[config.mk]
export PLATFORM = sky130hd
export DESIGN_NAME = copy_text_row_unescaper
export DESIGN_NICKNAME = d
export VERILOG_FILES = /design/src/hdl/ctru_pkg.sv /design/src/hdl/copy_text_row_unescaper.sv
export SDC_FILE = /design/constraint.sdc
export NUM_CORES = 1
export LEC_CHECK = 0
export ABC_AREA = 1
export BUFFER_PORTS_ARGS = -buffer_cell sky130_fd_sc_hd__buf_2
export CORE_ASPECT_RATIO = 1.75
export CORE_MARGIN = 3
export CORE_UTILIZATION = 40
export DETAILED_ROUTE_END_ITERATION = 8
export GPL_ROUTABILITY_DRIVEN = 0
export PLACE_DENSITY = 0.54
export REMOVE_ABC_BUFFERS = 1
export SYNTH_ARGS = -nofsm -noshare
export SYNTH_HDL_FRONTEND = slang
export SYNTH_SLANG_ARGS = --single-unit
[constraint.sdc]
create_clock -name clk -period 8.85 [get_ports clk]
set_input_delay 0.4425 -clock clk [delete_from_list [all_inputs] [get_ports clk]]
set_output_delay 0.4425 -clock clk [all_outputs]
set_load 0.01 [all_outputs]
[src/hdl/ctru_pkg.sv]
package ctru_pkg;

  localparam int LEN_BITS_DEF   = 16;
  localparam int MAX_FIELDS_DEF = 1024;

  localparam int KIND_W  = 2;
  localparam int ERR_W   = 2;
  localparam int LEN_W   = 16;
  localparam int INDEX_W = 10;

  typedef enum logic [KIND_W-1:0] {
    KIND_DATA = 2'd0,
    KIND_END  = 2'd1,
    KIND_ERR  = 2'd2
  } kind_t;

  typedef enum logic [ERR_W-1:0] {
    ERR_EOR_BACKSLASH  = 2'd0,
    ERR_NULL_NONEMPTY  = 2'd1,
    ERR_DATA_AFTER_NULL = 2'd2
  } err_t;

  localparam logic OP_BYTE = 1'b0;
  localparam logic OP_EOR  = 1'b1;

  localparam logic [7:0] CH_TAB       = 8'h09;
  localparam logic [7:0] CH_BACKSLASH = 8'h5C;
  localparam logic [7:0] CH_NULL_MARK = 8'h4E;
  localparam logic [7:0] CH_B         = 8'h62;
  localparam logic [7:0] CH_F         = 8'h66;
  localparam logic [7:0] CH_N         = 8'h6E;
  localparam logic [7:0] CH_R         = 8'h72;
  localparam logic [7:0] CH_T         = 8'h74;
  localparam logic [7:0] CH_V         = 8'h76;

  typedef struct packed {
    kind_t              kind;
    logic [7:0]         out_byte;
    logic               is_null;
    logic [LEN_W-1:0]   field_len;
    logic [INDEX_W-1:0] field_index;
    logic               row_end;
    err_t               err_code;
  } res_t;

  function automatic logic [7:0] unescape(input logic [7:0] b);
    logic [7:0] r;
    case (b)
      CH_B:    r = 8'd8;
      CH_F:    r = 8'd12;
      CH_N:    r = 8'd10;
      CH_R:    r = 8'd13;
      CH_T:    r = 8'd9;
      CH_V:    r = 8'd11;
      default: r = b;
    endcase
    return r;
  endfunction

endpackage

[src/hdl/copy_text_row_unescaper.sv]
// Unescaper for one row of bulk-copy text, one byte per input transaction.
// Input channel: in_valid/in_stall with op, in_byte, in_glyph. op selects a
// row byte or the end-of-row mark. Output channel: out_valid/out_stall with
// kind (data byte, field end, error) and its fields; a transaction produces
// zero or one output transaction.
// Throughput: one input transaction per cycle while in_stall is low, set by
// the single pass of escape decode and counter update between the input
// port and the result register. A result is registered into the output
// register, or into the skid register while the output is stalled.
// The result register is backed by a one-entry skid register; in_stall is
// high only while the skid register is occupied, i.e. after the receiver
// has stalled with a result waiting and another result arrived behind it.
// Reset clears the escape, NULL, drop state and the length and field
// counters and empties both output registers; the block is ready the cycle
// after reset.
// After an error the rest of the row gives no output; the end-of-row
// transaction clears all row state.
module copy_text_row_unescaper
  import ctru_pkg::*;
#(
  parameter int LEN_BITS   = LEN_BITS_DEF,
  parameter int MAX_FIELDS = MAX_FIELDS_DEF
) (
  input  logic                 clk,
  input  logic                 rst,
  input  logic                 in_valid,
  output logic                 in_stall,
  input  logic                 op,
  input  logic [7:0]           in_byte,
  input  logic                 in_glyph,
  output logic                 out_valid,
  input  logic                 out_stall,
  output logic [KIND_W-1:0]    kind,
  output logic [7:0]           out_byte,
  output logic                 is_null,
  output logic [LEN_W-1:0]     field_len,
  output logic [INDEX_W-1:0]   field_index,
  output logic                 row_end,
  output logic [ERR_W-1:0]     err_code
);

  localparam int IDX_BITS = (MAX_FIELDS > 2) ? $clog2(MAX_FIELDS) : 1;
  localparam int LEN_XW   = (LEN_BITS > LEN_W) ? LEN_BITS : LEN_W;
  localparam int IDX_XW   = (IDX_BITS > INDEX_W) ? IDX_BITS : INDEX_W;
  localparam logic [LEN_BITS-1:0] LEN_MAX = {LEN_BITS{1'b1}};
  localparam logic [IDX_BITS-1:0] IDX_MAX = IDX_BITS'(MAX_FIELDS - 1);

  logic                escape_pending, escape_pending_next;
  logic                null_field, null_field_next;
  logic [LEN_BITS-1:0] cur_len, cur_len_next;
  logic [IDX_BITS-1:0] cur_index, cur_index_next;
  logic                drop_rest, drop_rest_next;

  res_t res;
  logic res_valid;
  logic accept;

  res_t out_reg, skid_reg;
  logic skid_valid;
  logic out_free;

  logic [LEN_XW-1:0] len_ext;
  logic [IDX_XW-1:0] idx_ext;

  assign in_stall = skid_valid;
  assign accept   = in_valid && !in_stall;
  assign out_free = !out_valid || !out_stall;

  assign len_ext = LEN_XW'(cur_len);
  assign idx_ext = IDX_XW'(cur_index);

  always_comb begin
    logic do_data, do_end, do_err, last;
    logic [7:0] data_b;
    err_t code;
    do_data = 1'b0;
    do_end  = 1'b0;
    do_err  = 1'b0;
    last    = 1'b0;
    data_b  = in_byte;
    code    = ERR_EOR_BACKSLASH;

    escape_pending_next = escape_pending;
    null_field_next     = null_field;
    cur_len_next        = cur_len;
    cur_index_next      = cur_index;
    drop_rest_next      = drop_rest;

    if (op == OP_EOR) begin
      if (!drop_rest) begin
        if (escape_pending) begin
          do_err = 1'b1;
          code   = ERR_EOR_BACKSLASH;
        end else begin
          do_end = 1'b1;
          last   = 1'b1;
        end
      end
    end else if (!drop_rest) begin
      if (escape_pending) begin
        escape_pending_next = 1'b0;
        if (in_byte == CH_NULL_MARK) begin
          if (null_field) begin
            do_err = 1'b1;
            code   = ERR_DATA_AFTER_NULL;
          end else if (cur_len != '0) begin
            do_err = 1'b1;
            code   = ERR_NULL_NONEMPTY;
          end else begin
            null_field_next = 1'b1;
          end
        end else begin
          do_data = 1'b1;
          data_b  = unescape(in_byte);
        end
      end else if (in_glyph) begin
        do_data = 1'b1;
      end else if (in_byte == CH_TAB) begin
        do_end = 1'b1;
      end else if (in_byte == CH_BACKSLASH) begin
        escape_pending_next = 1'b1;
      end else begin
        do_data = 1'b1;
      end
    end

    if (do_data && null_field) begin
      do_data = 1'b0;
      do_err  = 1'b1;
      code    = ERR_DATA_AFTER_NULL;
    end

    res       = '0;
    res_valid = do_data || do_end || do_err;
    if (do_err) begin
      res.kind            = KIND_ERR;
      res.err_code        = code;
      drop_rest_next      = 1'b1;
      escape_pending_next = 1'b0;
    end else if (do_data) begin
      res.kind     = KIND_DATA;
      res.out_byte = data_b;
      if (cur_len != LEN_MAX) begin
        cur_len_next = cur_len + 1'b1;
      end
    end else if (do_end) begin
      res.kind        = KIND_END;
      res.is_null     = null_field;
      res.field_len   = (len_ext > LEN_XW'(16'hFFFF)) ? 16'hFFFF : len_ext[LEN_W-1:0];
      res.field_index = (idx_ext > IDX_XW'(10'h3FF)) ? 10'h3FF : idx_ext[INDEX_W-1:0];
      res.row_end     = last;
      null_field_next = 1'b0;
      cur_len_next    = '0;
      if (cur_index < IDX_MAX) begin
        cur_index_next = cur_index + 1'b1;
      end
    end

    if (op == OP_EOR) begin
      escape_pending_next = 1'b0;
      null_field_next     = 1'b0;
      cur_len_next        = '0;
      cur_index_next      = '0;
      drop_rest_next      = 1'b0;
    end
  end

  always_ff @(posedge clk) begin
    if (rst) begin
      escape_pending <= 1'b0;
      null_field     <= 1'b0;
      cur_len        <= '0;
      cur_index      <= '0;
      drop_rest      <= 1'b0;
    end else if (accept) begin
      escape_pending <= escape_pending_next;
      null_field     <= null_field_next;
      cur_len        <= cur_len_next;
      cur_index      <= cur_index_next;
      drop_rest      <= drop_rest_next;
    end
  end

  always_ff @(posedge clk) begin
    if (rst) begin
      out_valid  <= 1'b0;
      skid_valid <= 1'b0;
    end else if (out_free) begin
      if (skid_valid) begin
        out_reg    <= skid_reg;
        out_valid  <= 1'b1;
        skid_valid <= 1'b0;
      end else begin
        out_reg   <= res;
        out_valid <= accept && res_valid;
      end
    end else if (accept && res_valid) begin
      skid_reg   <= res;
      skid_valid <= 1'b1;
    end
  end

  assign kind        = out_reg.kind;
  assign out_byte    = out_reg.out_byte;
  assign is_null     = out_reg.is_null;
  assign field_len   = out_reg.field_len;
  assign field_index = out_reg.field_index;
  assign row_end     = out_reg.row_end;
  assign err_code    = out_reg.err_code;

endmodule

Yosys cells after proc, flatten, opt, wreduce, memory -nomap -nowiden

Index checks and enable logic that the tools add are counted.

Flip-flop bits (word level): 111
Bits in latches: 0
Bits in writable memories: 0
Bits in read-only memories: 0
Bits of input ports: 14
Output and inout port bits: 42
Word-level logic and storage cells: 140
Memories: 0

Add/subtract/negate cells: 2
Multipliers: 0
Divide/modulo/power cells: 0
Magnitude comparators: 3
Eq/ne operators: 14
Shift operators: 0
Multiplexer cells: 77
Bitwise gates (word level): 2
Reduce and logical (&&, ||, !) cells: 21

Operator list:

| operator              | number |
|---|---|
| $mux 16               | 6 |
| $eq 8x7->1 const B    | 8 |
| $mux 10               | 6 |
| $mux 28               | 2 |
| $pmux 8 s6            | 1 |
| $mux 1                | 47 |
| $mux 40               | 1 |
| $mux 8                | 5 |
| $mux 36               | 1 |
| $add 16x1->16 const B | 1 |
| $gt 16x16->1 const B  | 1 |
| $mux 2                | 8 |
| $ne 16x16->1 const B  | 1 |
| $reduce_bool 16->1    | 1 |
| $add 10x1->10 const B | 1 |
| $gt 10x10->1 const B  | 1 |
| $lt 10x10->1 const B  | 1 |
| $eq 8x4->1 const B    | 1 |
| $ne 3x2->1 const B    | 2 |
| $reduce_and 2->1      | 3 |
| $reduce_bool 2->1     | 3 |
| $reduce_and 5->1      | 1 |
| $ne 2x2->1 const B    | 2 |
| $reduce_and 4->1      | 1 |
| 7 further kinds       | 14 |

Depth between registers and ports, before layout

Gate-level depths: netlist of the first run.

Depth in word-level cells: 13
Mapped depth: 12
Gate-level depth less buffers: 12

Worst setup path after synthesis of the first run

Ideal clock, no wire load.

Kind: input port to flip-flop
Start: input in_byte[5]
End: register skid_reg[0] (netlist name), enable pin
Library setup time: 437 ps
Data arrival time: 2,979 ps
Data required time: 8,413 ps
Slack: 5,434 ps
Cell stages on the path: 10
Buffers on the path: 1
Cells stage by stage: inv_1 nand2_1 nor2_1 nand4_1 nand2_1 inv_1 buf_2 nand3_1 nand2_1 nor2_1

Word-level cells in the longest chain between the ends: 13
Elaborated cells on any way between the ends: 26
Those cells by class: 3 x eq/ne; 18 x mux; 5 x reduce/logical

Ends and longest elaborated chain:

| item                           | line                           | source |
|---|---|---|
| from (decl)                    | copy_text_row_unescaper.sv:29  | `input logic [7:0] in_byte,` |
| $eq 8x7->1                     | copy_text_row_unescaper.sv:120 | `end else if (in_byte == CH_BACKSLASH) begin` |
| $mux 1                         | copy_text_row_unescaper.sv:120 |  |
| $mux 1                         | copy_text_row_unescaper.sv:118 | `end else if (in_byte == CH_TAB) begin` |
| $mux 1                         | copy_text_row_unescaper.sv:116 | `end else if (in_glyph) begin` |
| $mux 1                         | copy_text_row_unescaper.sv:100 | `if (escape_pending) begin` |
| $mux 1                         | copy_text_row_unescaper.sv:99  | `end else if (!drop_rest) begin` |
| $mux 1                         | copy_text_row_unescaper.sv:89  | `if (op == OP_EOR) begin` |
| $logic_and 1x1->1              | copy_text_row_unescaper.sv:127 | `if (do_data && null_field) begin` |
| $mux 1                         | copy_text_row_unescaper.sv:127 |  |
| $logic_or 1x1->1               | copy_text_row_unescaper.sv:134 | `res_valid = do_data \|\| do_end \|\| do_err;` |
| $logic_or 1x1->1 (*)           | copy_text_row_unescaper.sv:134 |  |
| $logic_and 1x1->1 (*)          | copy_text_row_unescaper.sv:197 | `end else if (accept && res_valid) begin` |
| $reduce_and 3->1 (no line) (*) | -                              |  |
| to (signal assigned)           | copy_text_row_unescaper.sv:198 | `skid_reg <= res;` |
| to (decl)                      | copy_text_row_unescaper.sv:58  | `res_t out_reg, skid_reg;` |

Every way passes the cells marked *; elsewhere a longest branch is shown, timed or not.
A chain may end at the register's enable or synchronous reset.

Final worst setup path of the first run

Start: register skid_valid (netlist: in_stall)
End: register skid_reg[2] (netlist name), enable pin

Word-level cells in the longest chain between the ends: 4

Ends and longest elaborated chain:

| item                       | line                           | source |
|---|---|---|
| from (decl)                | copy_text_row_unescaper.sv:59  | `logic skid_valid;` |
| from (signal assigned)     | copy_text_row_unescaper.sv:187 | `skid_valid <= 1'b0;` |
| from (signal assigned)     | copy_text_row_unescaper.sv:192 | `skid_valid <= 1'b0;` |
| from (signal assigned)     | copy_text_row_unescaper.sv:199 | `skid_valid <= 1'b1;` |
| $logic_not 1->1            | copy_text_row_unescaper.sv:66  | `assign accept = in_valid && !in_stall;` |
| $logic_and 1x1->1          | copy_text_row_unescaper.sv:66  |  |
| $logic_and 1x1->1          | copy_text_row_unescaper.sv:197 |  |
| $reduce_and 3->1 (no line) | -                              |  |

Every way passes these cells.

==> results of run 1 <==
## layer usage
layer	vias up	wire (um)	global-route usage
met4	0	184	0.0618
met1	2084	4730	0.191
met3	13	504	0.0276
met2	90	7200	0.342
li1	2165	-	-
met5	-	0	0
## cell type report
| type | count | area [sq um] | share of cell area |
|---|---|---|---|
| clock buffers | 11 | 243 | 0.0394 |
| clock inverters | 5 | 65.1 | 0.0106 |
| inverters | 60 | 225 | 0.0366 |
| multi-input cells | 441 | 2100 | 0.342 |
| flip-flops and latches | 111 | 3020 | 0.491 |
| well taps | 171 | 214 | 0.0348 |
| repair buffers | 56 | 283 | 0.0459 |
## logic make-up after synthesis
logic type / synth area share
adders and majority gates: 0.00689
xor gates and xnor gates: 0.0273
buffers and inverters: 0.0618
DFF: 0.555
and+or+nand+nor: 0.299
AOI/OAI and AO/OA: 0.0505
## critical path, cell delays in order, from the launching register on
cell     delay, ns
dfxtp_1       0.32
inv_2         0.48
nand2_1       0.26
inv_1         0.65
nand2_1       0.25
nor2_4        0.95
## cells in the mapped netlist (all sizes together)
cell	number
dfxtp	31
and3	1
o21ai	10
a41oi	1
nand4	23
nand2	213
xnor2	1
inv	58
buf	14
edfxtp	80
nor2	89
xor2	16
o2111ai	1
clkinv	2
nand3b	1
o41ai	1
clkbuf	9
nand3	33
nor3	15
a21oi	33
ha	3
## report_power, final
part | switching [mW] | internal [mW] | total, mW
Combinational | 0.0514 | 0.0189 | 0.0703
Clock | 0.189 | 0.231 | 0.419
Sequential | 0.00383 | 0.569 | 0.573
## how the worst min path moves through the flow
stage | slack, ns | depth (start not counted) | startpoint | endpoint
after floorplan | 0.46 | 2 | cur_index[9] | cur_index[9]
after global placement | 0.48 | 2 | cur_index[9] | cur_index[9]
after detailed placement | 0.49 | 2 | cur_index[7] | cur_index[7]
after CTS | 0.46 | 3 | in_glyph | escape_pending
after global routing | 0.51 | 3 | in_byte[6] | skid_reg[36]
final | 0.48 | 4 | in_valid | null_field
==> results.sh, run 1 <==
export IMPL_status="completed"
export IMPL_drive_gt1_frac=0.155
export IMPL_clk_pin_slew_worst_paths_ns=0.07
export IMPL_syn_inst=635
export IMPL_ctsHtreeMaxLevel=3
export IMPL_final_cell_mix="202 x nand2_1, 83 x nor2_1, 80 x edfxtp_1"
export IMPL_rsz0062_at_grt="no"
export IMPL_worst_slack_ns=5.54
export IMPL_r2r_cells=5
export IMPL_drt_initial_drc_count=224
export IMPL_path_class="register to register"
export IMPL_area_delta_synth_final_pct=13.0
export IMPL_portBuffers=55
export IMPL_r2r_start="in_stall"
export IMPL_totalWireLength_um=12600
export IMPL_start_util=0.414
export IMPL_post_place_cells=839
export IMPL_placeableCoreArea_sq_um=13100
export IMPL_cp_data_arrival_time_ns=3.28
export IMPL_clock_sinks=111
export IMPL_power_mw=1.06
export IMPL_fin_hold_ws_ns=0.479
export IMPL_largest_reg_flops=40
export IMPL_die_h_um=160
export IMPL_end_kind="register"
export IMPL_grt_pass1_vias=4414
export IMPL_cts_root_buf="clkbuf_16"
export IMPL_gr_total_overflow=0
export IMPL_finalNetCount=696
export IMPL_utilization=0.468
export IMPL_synth_largest_area_cell="edfxtp_1"
export IMPL_worstPathMaxFanout=40
export IMPL_r2r_end="skid_reg[2]"
export IMPL_fin_setup_tns_ns=0
export IMPL_clock_skew_ns=0.00676
export IMPL_power_density_nw_per_um2=173
export IMPL_clk_latency_ns=0.36
export IMPL_antenna_left=0
export IMPL_synth_top_area_frac=0.441
export IMPL_clockBufferDepth=2
export IMPL_grt_max_degree=48
export IMPL_maxCapViolations=0
export IMPL_rrSetupSlack_ns=5.54
export IMPL_ir_worst_vdd_mv=0.0914
export IMPL_fmax_ghz=0.302
export IMPL_wl_per_cell_um=14.8
export IMPL_fp_row_count=55
export IMPL_startpoint="in_stall"
export IMPL_yosys_top_cells_area="edfxtp_1 44%, nand2_1 14%, dfxtp_1 11%"
export IMPL_yosys_register_bits=111
export IMPL_dieWidth_um=94.2
export IMPL_cts_resized=0
export IMPL_worst_pin_slew_ns=1.19
export IMPL_worst_hold_path_type="input pin to register"
export IMPL_final_area_sq_um=6160
export IMPL_cts_tree="built"
export IMPL_ioPinCount=56
export IMPL_gr_usage_all_layers=0.178
export IMPL_grt_pass1_wl_um=21300
export IMPL_synth_cell_types=33
export IMPL_nFillCells=1307
export IMPL_antenna_found_initial=0
export IMPL_die_area_sq_um=15100
export IMPL_antenna_cells=0
export IMPL_vias=4352
export IMPL_worstPathRequired_ns=8.82
export IMPL_setup_viol=0
export IMPL_fin_crit_ns=3.31
export IMPL_slew_headroom=0.204
export IMPL_finalNonFillerCells=855
export IMPL_syn_cell_area_sq_um=5450
export IMPL_leakage_nw=2.44
export IMPL_synth_seq_area_share=0.555
export IMPL_viasPerCell=5.09
export IMPL_dpl_hpwl_um=8550
export IMPL_drt_drc_violations_left=0
export IMPL_finalCritPeriodShare=0.374
export IMPL_start_kind="register"
export IMPL_ys_warn_count=0
export IMPL_finalHoldViolations=0
export IMPL_post_dp_cell_area_sq_um=5850
export IMPL_synth_avg_cell_area_sq_um=8.58
export IMPL_post_cts_buffers=0
export IMPL_cts_buffers=9
export IMPL_layout_commonest_cell="nand2_1"
export IMPL_pre_cts_ws_ns=5.51
export IMPL_holdBufCountCts=0
export IMPL_dr_pass1_iters=5
export IMPL_cp_endpoint="skid_reg[2]"
export IMPL_drv_slew=0
Note: power is estimated with default switching activity, not from simulation.
==> run 2, diff against run 1 <==
==> constraint.sdc (replaced) <==
create_clock -name clk -period 3.2 [get_ports clk]
set_input_delay 0.16 -clock clk [delete_from_list [all_inputs] [get_ports clk]]
set_output_delay 0.16 -clock clk [all_outputs]
set_load 0.01 [all_outputs]
==> results.sh, run 2 (synthesis gave the netlist of run 1 again) <==
export IMPL_seqCellArea_sq_um=3020
export IMPL_worst_pin_slew_ns=0.595
export IMPL_wl_per_cell_um=14.5
export IMPL_leakage_nw=2.48
export IMPL_rrSetupSlack_ns=1.07
export IMPL_multi_input_area_sq_um=2100
export IMPL_post_dp_cell_area_sq_um=5930
export IMPL_worstPathMaxFanout=17
export IMPL_final_area_sq_um=6220
export IMPL_drt_initial_drc_count=171
export IMPL_holdBufCountCts=0
export IMPL_setup_viol=0
export IMPL_placeableCoreArea_sq_um=13100
export IMPL_utilization=0.473
export IMPL_worst_slack_ns=1.07
export IMPL_clock_skew_ns=0.0101
export IMPL_clock_sinks=111
export IMPL_grtUsageMet2=0.324
export IMPL_grtUsageMet1=0.195
export IMPL_rsz0062_at_grt="no"
export IMPL_post_cts_buffers=0
export IMPL_fp_row_count=55
export IMPL_drive_gt1_frac=0.167
export IMPL_grt_max_degree=48
export IMPL_fin_crit_ns=2.13
export IMPL_portBuffers=55
export IMPL_worstPathRequired_ns=3.47
export IMPL_area_delta_synth_final_pct=14.1
export IMPL_die_h_um=160
export IMPL_status="completed"
export IMPL_finalCritPeriodShare=0.665
export IMPL_fmax_ghz=0.470
export IMPL_slew_headroom=0.600
export IMPL_antenna_left=0
export IMPL_drt_drc_violations_left=0
export IMPL_totalWireLength_um=12500
export IMPL_pre_cts_ws_ns=1.07
export IMPL_ir_worst_vdd_mv=0.265
export IMPL_grt_pass1_wl_um=20700
export IMPL_dpl_hpwl_um=8730
export IMPL_clockBufferDepth=2
export IMPL_antenna_cells=0
export IMPL_grt_pass1_vias=4238
export IMPL_cts_buffers=9
export IMPL_dr_pass1_iters=5
export IMPL_maxCapViolations=0
export IMPL_end_kind="register"
export IMPL_cp_endpoint="cur_len[0]"
export IMPL_met3_usage=0.0286
export IMPL_dieWidth_um=94.2
export IMPL_vias=4265
export IMPL_path_class="register to register"
export IMPL_startpoint="cur_len[0]"
export IMPL_gr_usage_all_layers=0.173
export IMPL_fin_hold_ws_ns=0.191
export IMPL_r2r_cells=9
export IMPL_cts_root_buf="clkbuf_16"
export IMPL_die_area_sq_um=15100
export IMPL_clk_pin_slew_worst_paths_ns=0.07
export IMPL_start_kind="register"
export IMPL_ioPinCount=56
export IMPL_power_density_nw_per_um2=464
export IMPL_finalNetCount=705
export IMPL_drv_slew=0
export IMPL_worst_hold_path_type="input pin to register"
export IMPL_antenna_found_initial=0
export IMPL_clk_latency_ns=0.36
export IMPL_cp_data_arrival_time_ns=2.40
export IMPL_grt_busiest_layer="met2"
export IMPL_gr_total_overflow=0
export IMPL_layout_commonest_cell="nand2_1"
export IMPL_power_mw=2.89
export IMPL_largest_reg_flops=40
export IMPL_final_cell_mix="202 x nand2_1, 83 x nor2_1, 80 x edfxtp_1"
export IMPL_cts_tree="built"
export IMPL_r2r_start="cur_len[0]"
export IMPL_start_util=0.414
export IMPL_viasPerCell=4.94
export IMPL_cts_resized=0
export IMPL_ctsHtreeMaxLevel=3
export IMPL_r2r_end="cur_len[0]"
export IMPL_finalHoldViolations=0
export IMPL_nFillCells=1310
run 2: how the worst min path moves through the flow:
stage            startpoint            to  slack (ns)  cells after the start
3_5_place_dp   cur_index[9]  cur_index[9]        0.50                      2
5_1_grt          in_byte[4]  skid_reg[34]        0.22                      3
6_report         in_byte[4]  skid_reg[34]        0.19                      3
2_1_floorplan           rst   cur_len[10]        0.22                      1
3_3_place_gp   cur_index[9]  cur_index[9]        0.48                      2
4_1_cts          in_byte[4]  skid_reg[34]        0.19                      3
run 2: cell type report:
type | count | area share
clock buffers | 10 | 0.0384
well taps | 171 | 0.0344
flip-flops and latches | 111 | 0.486
inverters | 60 | 0.0362
multi-input cells | 441 | 0.338
repair buffers | 65 | 0.0584
clock inverters | 6 | 0.00805
run 2: power breakdown:
group / total (mW) / internal, mW / switching [mW]
combinational: 0.202 / 0.0591 / 0.143
sequential: 1.58 / 1.57 / 0.0102
clock: 1.10 / 0.563 / 0.538
run 2: per-layer routing:
metal	vias to the layer above	wire length, um	part of all wire
met5	-	0	0
met4	0	154	0.012
met3	14	501	0.040
met2	94	7040	0.56
met1	1984	4830	0.39
li1	2173	-	-
run 2: per-stage QoR:
stage,cells,TNS [ns]
CTS,864,0
global route,864,0
finish,864,0
floorplan,612,-35.73
global placement,848,0
detailed placement,848,0
run 2: worst max-delay path, stage by stage, from the launching register on:
cell,delay (ns)
dfxtp_1,0.42
ha_1,0.23
nand2_2,0.09
nor2_4,0.14
nand3_2,0.13
nor2_4,0.12
nand4_4,0.30
nand3_4,0.36
nand2_1,0.08
a21oi_1,0.17
==> run 3, diff against run 2 <==
--- a/config.mk
+++ b/config.mk
@@ -12,7 +12,7 @@
 export CORE_UTILIZATION = 40
 export DETAILED_ROUTE_END_ITERATION = 8
 export GPL_ROUTABILITY_DRIVEN = 0
-export PLACE_DENSITY = 0.54
+export PLACE_DENSITY = 0.56
 export REMOVE_ABC_BUFFERS = 1
 export SYNTH_ARGS = -nofsm -noshare
 export SYNTH_HDL_FRONTEND = slang
==> constraint.sdc (replaced) <==
create_clock -name clk -period 1.79 [get_ports clk]
set_input_delay 0.0895 -clock clk [delete_from_list [all_inputs] [get_ports clk]]
set_output_delay 0.0895 -clock clk [all_outputs]
set_load 0.01 [all_outputs]
==> results.sh, run 3 (synthesis gave the netlist of run 1 again) <==
export IMPL_clkPwrFrac=0.388
export IMPL_crit_chain="buf_4, nand2_1, nor2_1, nand3_4, nor2_4, nand4_4, clkbuf_16, nand4_1, nand2_1, nor2_1"
export IMPL_layout_commonest_cell="nand2_1"
export IMPL_path_class="register to register"
export IMPL_grt_pass1_wl_um=22400
export IMPL_gr_total_overflow=0
export IMPL_worst_hold_path_type="input pin to register"
export IMPL_path_depth=10
export IMPL_slew_headroom=0.674
export IMPL_die_area_sq_um=15100
export IMPL_cts_buffers=9
export IMPL_viasPerCell=4.98
export IMPL_setup_viol=0
export IMPL_r2r_cells=10
export IMPL_whs_path_depth=3
export IMPL_maxCapViolations=0
export IMPL_largest_reg_flops=40
export IMPL_totalWireLength_um=14000
export IMPL_nFillCells=1217
export IMPL_clockBufferDepth=2
export IMPL_start_util=0.414
export IMPL_end_kind="register"
export IMPL_clock_skew_ns=0.00749
export IMPL_ctsHtreeMaxLevel=3
export IMPL_die_h_um=160
export IMPL_critPathSlowestCell="dfxtp_1"
export IMPL_worstPathMaxFanout=8
export IMPL_clk_latency_ns=0.35
export IMPL_finalCritPeriodShare=0.991
export IMPL_fin_hold_ws_ns=0.179
export IMPL_dr_pass1_iters=5
export IMPL_fin_crit_ns=1.77
export IMPL_start_kind="register"
export IMPL_dpl_hpwl_um=9180
export IMPL_cp_data_arrival_time_ns=2.05
export IMPL_finalHoldViolations=0
export IMPL_drt_drc_violations_left=0
export IMPL_dieWidth_um=94.2
export IMPL_grt_max_degree=48
export IMPL_wl_per_cell_um=14.8
export IMPL_drv_slew=0
export IMPL_switching_share=0.230
export IMPL_cp_top_family="simple AND/OR/NAND/NOR gates"
export IMPL_worst_pin_slew_ns=0.488
export IMPL_gr_usage_all_layers=0.187
export IMPL_antenna_left=0
export IMPL_cts_tree="built"
export IMPL_worstPathRequired_ns=2.07
export IMPL_clk_pin_slew_worst_paths_ns=0.07
export IMPL_antenna_found_initial=0
export IMPL_antenna_cells=0
export IMPL_ir_worst_vdd_mv=0.413
export IMPL_final_cell_mix="199 x nand2_1, 80 x edfxtp_1, 76 x nor2_1"
export IMPL_fp_row_count=55
export IMPL_leakage_nw=2.92
export IMPL_crit_buf_inv=2
export IMPL_drive_gt1_frac=0.286
export IMPL_rsz0062_at_grt="yes"
export IMPL_ioPinCount=56
export IMPL_portBuffers=55
export IMPL_status="completed"
export IMPL_drt_initial_drc_count=193
export IMPL_seq_power_share=0.523
export IMPL_placeableCoreArea_sq_um=13100
export IMPL_power_density_nw_per_um2=766
export IMPL_slowest_delay_ns=0.38
export IMPL_power_mw=5.41
export IMPL_area_delta_synth_final_pct=29.6
export IMPL_grt_pass1_vias=4674
export IMPL_vias=4709
export IMPL_finalNetCount=786
export IMPL_cts_root_buf="clkbuf_16"
export IMPL_clock_sinks=111
export IMPL_switchingPower_mw=1.24
export IMPL_p_int_mw=4.16
export IMPL_fmax_ghz=0.563
export IMPL_pwr_share_comb=0.088
-- run 3: cell types whose count changed in the layout (fill, tap and decap cells not counted), sizes merged --
cell,delta
nand3,+1
nor2,+3
clkbuf,+2
clkinv,-1
inv,-2
bufinv,+1
buf,+75
clkinvlp,+2
-- run 3: timing repair --
item | CTS | global route
hold buffers | 0 | 0
endpoints found under the setup margin | 47 | 76
gates resized for setup | 11 | 36
cloned | 3 | 3
setup buffers | 5 | 2
pin swaps | 6 | 10
-- run 3: cell type report --
type | count | area [sq um] | area share
repair buffers | 141 | 1000 | 0.142
repair inverters | 1 | 7.51 | 0.00106
clock buffers | 11 | 253 | 0.0358
inverters | 60 | 229 | 0.0324
multi-input cells | 445 | 2260 | 0.321
clock inverters | 5 | 63.8 | 0.00904
well taps | 171 | 214 | 0.0303
flip-flops and latches | 111 | 3030 | 0.429
-- run 3: per-stage QoR --
| stage | setup slack [ns] | cell area [sq um] | instances | TNS [ns] | utilization |
|---|---|---|---|---|---|
| 2_1_floorplan | -2.30 | 5340 | 612 | -149.29 | - |
| 3_3_place_gp | -0.585 | 6430 | 917 | -23.33 | 0.489 |
| 3_5_place_dp | -0.720 | 6430 | 917 | -28.85 | 0.489 |
| 4_1_cts | 0.00409 | 6860 | 941 | 0 | 0.522 |
| 5_1_grt | -0.0683 | 7060 | 945 | -1.18 | 0.537 |
| 6_report | 0.0153 | 7060 | 945 | 0 | 0.537 |
-- run 3: worst paths after layout --
check,slack [ns],end,start
max,0.02,cur_len[1],cur_len[10]
min,0.18,skid_reg[2],op
max reg2reg,0.02,cur_len[1],cur_len[10]
min reg2reg,0.50,cur_index[7],cur_index[7]
-- run 3: power groups by stage --
stage | clock (mW) | sequential (mW) | combinational [mW]
final | 2.10 | 2.83 | 0.478
after global routing | 2.25 | 2.83 | 0.525
after CTS | 2.15 | 2.83 | 0.453
after detailed placement | 0 | 2.89 | 0.433
after global placement | 0 | 2.88 | 0.428
after floorplan | 0 | 2.93 | 0.159
-- run 3: worst min-delay path, stage by stage --
cell,delay [ns]
buf_2,0.13
nand2_1,0.08
nor2_1,0.05
-- run 3: metal layers --
metal | global-route usage | wire (um) | vias to the layer above
li1 | - | - | 2347
met3 | 0.0262 | 505 | 28
met4 | 0.0730 | 391 | 0
met1 | 0.208 | 5350 | 2217
met5 | 0 | 0 | -
met2 | 0.350 | 7780 | 117
